<file path="src/design/rkx_pkg.sv">
// rkx_pkg: shared types, constants and key byte selection for the
// rotating-key xor stream block. No dependencies.
package rkx_pkg;

	localparam logic [63:0] KEY_INIT   = 64'h7CBD_BD9B_F3E4_C1B4;
	localparam int          PADDR_W    = 3;
	localparam int          PDATA_W    = 32;
	localparam int          LOAD_W     = 16;
	localparam logic [2:0]  CNT_FIRST  = 3'd3;
	localparam logic [2:0]  CNT_CODED  = 3'd4;
	localparam logic [7:0]  POS_OFFSET = 8'd3;
	localparam logic [2:0]  SEL_FLIP   = 3'd2;
	localparam logic        REG_LOAD_ADDRESS = 1'b0;

	// one result transfer
	typedef struct packed {
		logic [7:0] out_byte;
		logic       out_last;
	} rkx_result_t;

	// stream state seen from outside the core
	typedef struct packed {
		logic [2:0] byte_count;
		logic [7:0] page_position;
	} rkx_status_t;

	// key byte j, counted from the most significant end
	function automatic logic [7:0] key_byte(input logic [63:0] key, input logic [2:0] j);
		logic [2:0] sel;
		sel = 3'd7 - j;
		return key[{sel, 3'b000} +: 8];
	endfunction

endpackage

</file>
<file path="src/design/rkx_cfg.sv">
// rkx_cfg: apb-style register port holding load_address.
// Depends on rkx_pkg.
module rkx_cfg (
	input  logic                        clk,
	input  logic                        arst_n,
	input  logic                        psel,
	input  logic                        penable,
	input  logic                        pwrite,
	input  logic [rkx_pkg::PADDR_W-1:0] paddr,
	input  logic [rkx_pkg::PDATA_W-1:0] pwdata,
	output logic [rkx_pkg::PDATA_W-1:0] prdata,
	output logic                        pready,
	output logic [rkx_pkg::LOAD_W-1:0]  load_address
);
	import rkx_pkg::*;

	logic [LOAD_W-1:0] load_address_q;
	logic              reg_sel;

	// word decode on the register index bit
	assign reg_sel = (paddr[2] == REG_LOAD_ADDRESS);
	assign pready  = 1'b1;

	// register write on access phase
	always_ff @(posedge clk or negedge arst_n) begin
		if (!arst_n) begin
			load_address_q <= '0;
		end else if (psel && penable && pwrite && pready && reg_sel) begin
			load_address_q <= pwdata[LOAD_W-1:0];
		end
	end

	// read back
	always_comb begin
		prdata = '0;
		if (reg_sel) begin
			prdata = {{(PDATA_W-LOAD_W){1'b0}}, load_address_q};
		end
	end

	assign load_address = load_address_q;
endmodule

</file>
<file path="src/design/rkx_core.sv">
// rkx_core: stream state (key, running sum, page position, byte count)
// and the combinational coding step. Depends on rkx_pkg.
module rkx_core (
	input  logic                       clk,
	input  logic                       arst_n,
	input  logic                       step,
	input  logic [7:0]                 data_byte,
	input  logic                       last_byte,
	input  logic [rkx_pkg::LOAD_W-1:0] load_address,
	output rkx_pkg::rkx_result_t       result,
	output rkx_pkg::rkx_status_t       status
);
	import rkx_pkg::*;

	logic [63:0] key_q;
	logic [7:0]  sum_q;
	logic [7:0]  pos_q;
	logic [2:0]  cnt_q;

	logic        coded;
	logic        first;
	logic [7:0]  pos_eff;
	logic [63:0] key_eff;
	logic [7:0]  a_byte;
	logic [7:0]  b_byte;
	logic [7:0]  sum_new;

	// coding step
	always_comb begin
		coded   = (cnt_q >= CNT_FIRST);
		first   = (cnt_q == CNT_FIRST);
		pos_eff = first ? (load_address[7:0] + POS_OFFSET) : pos_q;
		key_eff = (first || pos_eff == 8'd0) ? {key_q[62:0], key_q[63]} : key_q;
		a_byte  = key_byte(key_eff, pos_eff[2:0] ^ SEL_FLIP);
		b_byte  = key_byte(key_eff, a_byte[2:0]);
		sum_new = a_byte + sum_q + b_byte;
	end

	assign result.out_byte = coded ? (data_byte ^ sum_new) : data_byte;
	assign result.out_last = last_byte;

	// state update per accepted transfer; last byte returns to reset
	always_ff @(posedge clk or negedge arst_n) begin
		if (!arst_n) begin
			key_q <= KEY_INIT;
			sum_q <= '0;
			pos_q <= '0;
			cnt_q <= '0;
		end else if (step) begin
			if (last_byte) begin
				key_q <= KEY_INIT;
				sum_q <= '0;
				pos_q <= '0;
				cnt_q <= '0;
			end else if (coded) begin
				key_q <= key_eff;
				sum_q <= sum_new;
				pos_q <= pos_eff + 8'd1;
				cnt_q <= CNT_CODED;
			end else begin
				cnt_q <= cnt_q + 3'd1;
			end
		end
	end

	assign status.byte_count    = cnt_q;
	assign status.page_position = pos_q;
endmodule

</file>
<file path="src/design/rotating_key_xor_stream_decryptor.sv">
// rotating_key_xor_stream_decryptor: top level, register port, core and
// result register. Depends on rkx_pkg, rkx_cfg, rkx_core.
//
// channel   direction  handshake               payload
// input     in         in_valid / in_ready     data_byte, last_byte
// output    out        out_valid / out_ready   out_byte, out_last
// config    in         psel/penable/pwrite     paddr, pwdata -> prdata
//
// One byte per cycle while the result is not stalled: the coding step is one
// rotate, two key byte selects and an 8-bit three-input add between the state
// and result register. The result is valid in the cycle after the transfer.
// Reset clears the stream state and empties the result register.
// A stalled result holds; a new byte is taken in the cycle the result leaves.
module rotating_key_xor_stream_decryptor (
	input  logic                        clk,
	input  logic                        arst_n,
	input  logic                        in_valid,
	output logic                        in_ready,
	input  logic [7:0]                  data_byte,
	input  logic                        last_byte,
	output logic                        out_valid,
	input  logic                        out_ready,
	output logic [7:0]                  out_byte,
	output logic                        out_last,
	input  logic                        psel,
	input  logic                        penable,
	input  logic                        pwrite,
	input  logic [rkx_pkg::PADDR_W-1:0] paddr,
	input  logic [rkx_pkg::PDATA_W-1:0] pwdata,
	output logic [rkx_pkg::PDATA_W-1:0] prdata,
	output logic                        pready
);
	import rkx_pkg::*;

	logic              in_xfer;
	logic [LOAD_W-1:0] load_address;
	rkx_result_t       result;
	rkx_status_t       status;
	rkx_result_t       result_q;
	logic              out_valid_q;

	assign in_ready = !out_valid_q || out_ready;
	assign in_xfer  = in_valid && in_ready;

	rkx_cfg u_cfg (
		.clk          (clk),
		.arst_n       (arst_n),
		.psel         (psel),
		.penable      (penable),
		.pwrite       (pwrite),
		.paddr        (paddr),
		.pwdata       (pwdata),
		.prdata       (prdata),
		.pready       (pready),
		.load_address (load_address)
	);

	rkx_core u_core (
		.clk          (clk),
		.arst_n       (arst_n),
		.step         (in_xfer),
		.data_byte    (data_byte),
		.last_byte    (last_byte),
		.load_address (load_address),
		.result       (result),
		.status       (status)
	);

	// result register valid
	always_ff @(posedge clk or negedge arst_n) begin
		if (!arst_n) begin
			out_valid_q <= 1'b0;
		end else if (in_ready) begin
			out_valid_q <= in_valid;
		end
	end

	// result register payload
	always_ff @(posedge clk) begin
		if (in_xfer) begin
			result_q <= result;
		end
	end

	assign out_valid = out_valid_q;
	assign out_byte  = result_q.out_byte;
	assign out_last  = result_q.out_last;

	// last byte returns the stream state to reset
	assert property (@(posedge clk) disable iff (!arst_n)
		in_xfer && last_byte |=> status.byte_count == 3'd0 && status.page_position == 8'd0)
		else $error("stream state not cleared after last byte");

	// byte count saturates at the coded value
	assert property (@(posedge clk) disable iff (!arst_n)
		status.byte_count <= CNT_CODED)
		else $error("byte count beyond saturation");

	// an accepted byte is shown as a result in the next cycle
	assert property (@(posedge clk) disable iff (!arst_n)
		in_xfer |=> out_valid)
		else $error("result missing after input transfer");

	// an empty result register never blocks the input
	assert property (@(posedge clk) disable iff (!arst_n)
		!out_valid |-> in_ready)
		else $error("input stalled with empty result register");
endmodule

</file>
<file path="config.mk">
export PLATFORM = sky130hd
export DESIGN_NAME = rotating_key_xor_stream_decryptor
export DESIGN_NICKNAME = d
export VERILOG_FILES = /design/src/design/rkx_pkg.sv /design/src/design/rkx_cfg.sv /design/src/design/rkx_core.sv /design/src/design/rotating_key_xor_stream_decryptor.sv
export SDC_FILE = /design/constraint.sdc
export NUM_CORES = 1
export LEC_CHECK = 0
export BUFFER_PORTS_ARGS = -buffer_cell sky130_fd_sc_hd__buf_2
export CAP_MARGIN = 5
export CORE_AREA = 2 2 137 165
export CTS_BUF_LIST = sky130_fd_sc_hd__clkbuf_16
export CTS_CLUSTER_DIAMETER = 150
export CTS_CLUSTER_SIZE = 10
export DETAILED_ROUTE_END_ITERATION = 10
export DIE_AREA = 0 0 139 167
export SYNTH_ARGS = -nofsm -noshare
export SYNTH_HDL_FRONTEND = slang
export SYNTH_HIERARCHICAL = 1
export SYNTH_SLANG_ARGS = --single-unit
</file>
<file path="constraint.sdc">
create_clock -name clk -period 9.5 [get_ports clk]
set_input_delay 1.425 -clock clk [delete_from_list [all_inputs] [get_ports clk]]
set_output_delay 1.425 -clock clk [all_outputs]
set_load 0.01 [all_outputs]
</file>
==> summary.md <==
| Metric | Value |
|---|---|
| Largest fanout on the critical path | 28 |
| CTS tree | built |
| Width of the die | 139 um |
| Fmax | 116 MHz |
| Hold Path Sink | u_cfg/load_address[10] |
| WL/cell | 18.6 um |
| Arr. time, crit path | 8800 ps |
| Port Buffers | 59 |
| Core Rows | 59 |
| Worst-path clk slew | 70 ps |
| Dpl cells | 1,031 |
| Reg2reg path depth | 31 |
| Synth Area in Adders | 0.0400 |
| Synth Area in XOR/XNOR | 0.0270 |
| Post-CTS Setup Repair Bufs | 0 |
| Worst R2R End | out_byte[7] |
| Antenna Nets Post-Route | 0 |
| Commonest non-fill, non-tap cell in the layout | nand2_1 |
| Met3 Resource Use GR | 0.0285 |
| Syn Inst Count | 727 |
| Primary FF master, synth | dfrtp_1 |
| Setup violations, final | 0 |
| Final TNS setup | 0 ps |
| Yosys reg bits | 109 |
| # DRC | 0 |
| Detailed Routing Iterations Pass 1 | 5 |
| Hold Crit Depth | 1 |
| Most frequent cells in the layout | nand2_1, dfrtp_1, buf_2 |
| Final worst slack | 878 ps |
| RSZ-0062 raised after global routing | no |
| GP Congestion | 0.942 |
| Simple-gate portion of the synthesized area | 0.122 |
| Yosys warning count | 6 |
| GR peak layer | met2 |
| Worst min-delay path startpoint | u_cfg/load_address[10] |
| Number of antenna cells inserted | 0 |
| Number of antenna violations at the first check in global routing | 0 |
| Global Route Usage Sum | 0.171 |
| Crit path kind | flop to flop |
| Final HPWL DP | 13,600 um |
| Max-cap viol count | 0 |
| Compound-gate portion of the synthesized area | 0.183 |
| Vias | 5,785 |
| Clock Sinks | 109 |
| Final worst path period share | 0.908 |
| Sequential share of the synthesized area | 0.379 |
| Core area | 0.0216 mm^2 |
| Crit Reg-Reg Startpoint | u_core/cnt_q[1] |
| Main combinational cell family by area after synthesis | compound AO/OA/AOI/OAI gates |
| CP required | 9680 ps |
| Root Driver | clkbuf_16 |
| Vias in the first global route | 5,764 |
| Final number of hold-violating endpoints | 0 |
| Final min period | 8620 ps |
| Cell variety after synth | 81 |
| Met1 usage | 0.234 |
| Max-slew headroom | 0.317 |
| Max incr delay on CP | 730 ps |
| Synthesized area per cell | 10.3 um^2 |
| Max Buffers Root-to-Sink | 2 |
| Nature of the critical path startpoint | flop |
| Status | completed |
| Final Skew | 8.79 ps |
| Initial Util | 0.346 |
| CTS Hold Buffers Added | 0 |
| Min-Delay Path Class | flop to flop |
| Area of the die | 0.0232 mm^2 |
| IO Pins | 95 |
| Pre-CTS setup slack | 1080 ps |
| Slew Limit Fails | 0 |
| P&R area growth vs syn | 9.80% |
| Worst setup EP type | flop |
| Worst Max-Slew Pin Slew | 1020 ps |
| Cell Area, Synth | 0.00745 mm^2 |
| Layout Cells excl Fill | 1,047 |
| Share of cell area taken by muxes after synthesis | 0.177 |
| Grt total ovfl | 0 |
| Async SR Flop Fraction | 0.917 |
| Number of synthesized flops with an enable pin | 9 |
| Met2 Usage GRT | 0.270 |
| Cts bufs inserted | 9 |
| Nets@finish | 838 |
| Fraction of layout cells with a size suffix above 1 | 0.255 |
| DR iter-0 viols | 385 |
| DIE HEIGHT | 167 um |
| Largest net degree at the start of global routing | 52 |
| Setup slack, reg-to-reg | 880 ps |
| Vias per inst | 5.53 |
| Depth of the CTS H-tree | 3 |
| Latest clock arrival within the worst-skew pair | 360 ps |
| Post-CTS sizing | 0 |
| First-pass GRT wire length | 32,000 um |
| Most frequent CP cell | ha_1 |
| Final WL | 19,500 um |
| Slowest CP cell | ha_1 |
==> metrics by stage <==
stage                     area (um^2)  hold WS [ps]   util
after floorplan                  7510           450      -
final                            8180           500  0.380
after CTS                        8180           503  0.380
after detailed placement         7910           486  0.367
after global routing             8180           528  0.380
after global placement           7910           468  0.367
==> metal layers <==
| layer | up-vias | routed length, um |
|---|---|---|
| li1 | 2697 | - |
| met1 | 2863 | 8720 |
| met2 | 187 | 9230 |
| met3 | 38 | 942 |
| met4 | 0 | 624 |
| met5 | - | 0 |
==> layout make-up <==
class	instances	area, um^2
Tap cell	274	343
Timing Repair Buffer	75	418
Multi-Input combinational cell	529	4160
Clock buffer	9	225
Inverter	44	170
Fill cell	2113	13400
Clock inverter	7	47.5
Sequential cell	109	2820
==> worst max path at each step <==
stage | end | cells past startpoint | slack, ps | startpoint
finish | out_byte[7] | 31 | 880 | u_core/cnt_q[1]
floorplan | out_byte[7] | 33 | 2320 | u_cfg/load_address[0]
detailed placement | out_byte[7] | 31 | 1080 | u_core/cnt_q[1]
global placement | out_byte[7] | 31 | 1160 | u_core/cnt_q[1]
global route | out_byte[7] | 31 | 330 | u_core/cnt_q[0]
CTS | out_byte[7] | 31 | 1020 | u_core/cnt_q[1]
==> Yosys cell counts, drive strengths merged (3+ instances only) <==
cell	n	area, um^2
a211o	3	26.3
a211oi	16	120
a21boi	3	22.5
a21o	5	37.5
a21oi	31	159
a22o	21	184
a22oi	5	51.3
a31oi	5	31.3
a32oi	4	35.0
and2b	6	45.0
and3	5	31.3
buf	35	270
clkbuf	25	93.8
dfrtp	61	1530
dfstp	39	1020
edfxtp	9	270
fa	8	160
ha	11	138
inv	43	161
mux2	33	409
mux2i	46	460
mux4	20	450
nand2	81	312
nand2b	3	26.3
nand3	8	40.0
nor2	37	139
nor2b	11	68.8
nor3	9	50.1
nor3b	3	22.5
o211ai	6	50.1
o21ai	40	200
o22a	27	236
o22ai	9	56.3
xnor2	15	131
xor2	8	70.1
==> worst max-delay path, delay by kind of cell (launching register included) <==
kind                     cells  cell delay [ps]
AO/OA/AOI/OAI                6             1680
adder cells (fa/ha/maj)      5             1770
buffers and inverters        4             1110
flip-flops                   1              370
multiplexers                 4              840
AND/OR/NAND/NOR             12             2630
==> logic make-up (layout without fill, tap and decap cells) <==
| logic type | Yosys count | count (layout) |
|---|---|---|
| other | 2 | 17 |
| multiplexers | 99 | 99 |
| AND/OR/NAND/NOR | 180 | 180 |
| AO/OA/AOI/OAI | 191 | 191 |
| buffers and inverters | 104 | 135 |
| adder cells (fa/ha/maj) | 19 | 19 |
| flip-flops | 109 | 109 |
| XOR/XNOR | 23 | 23 |
==> flip-flops by register name (all words and copies together), names as in the netlist <==
register / cells
out_byte: 8
out_last: 1
u_core/key_q: 64
u_core/sum_q: 8
u_core/cnt_q: 3
u_cfg/load_address: 16
u_core/pos_q: 8
out_valid: 1
Power is left out: the tool's default activity adds up to more than one toggle a clock period on the data nets, which glitch-free logic cannot reach.
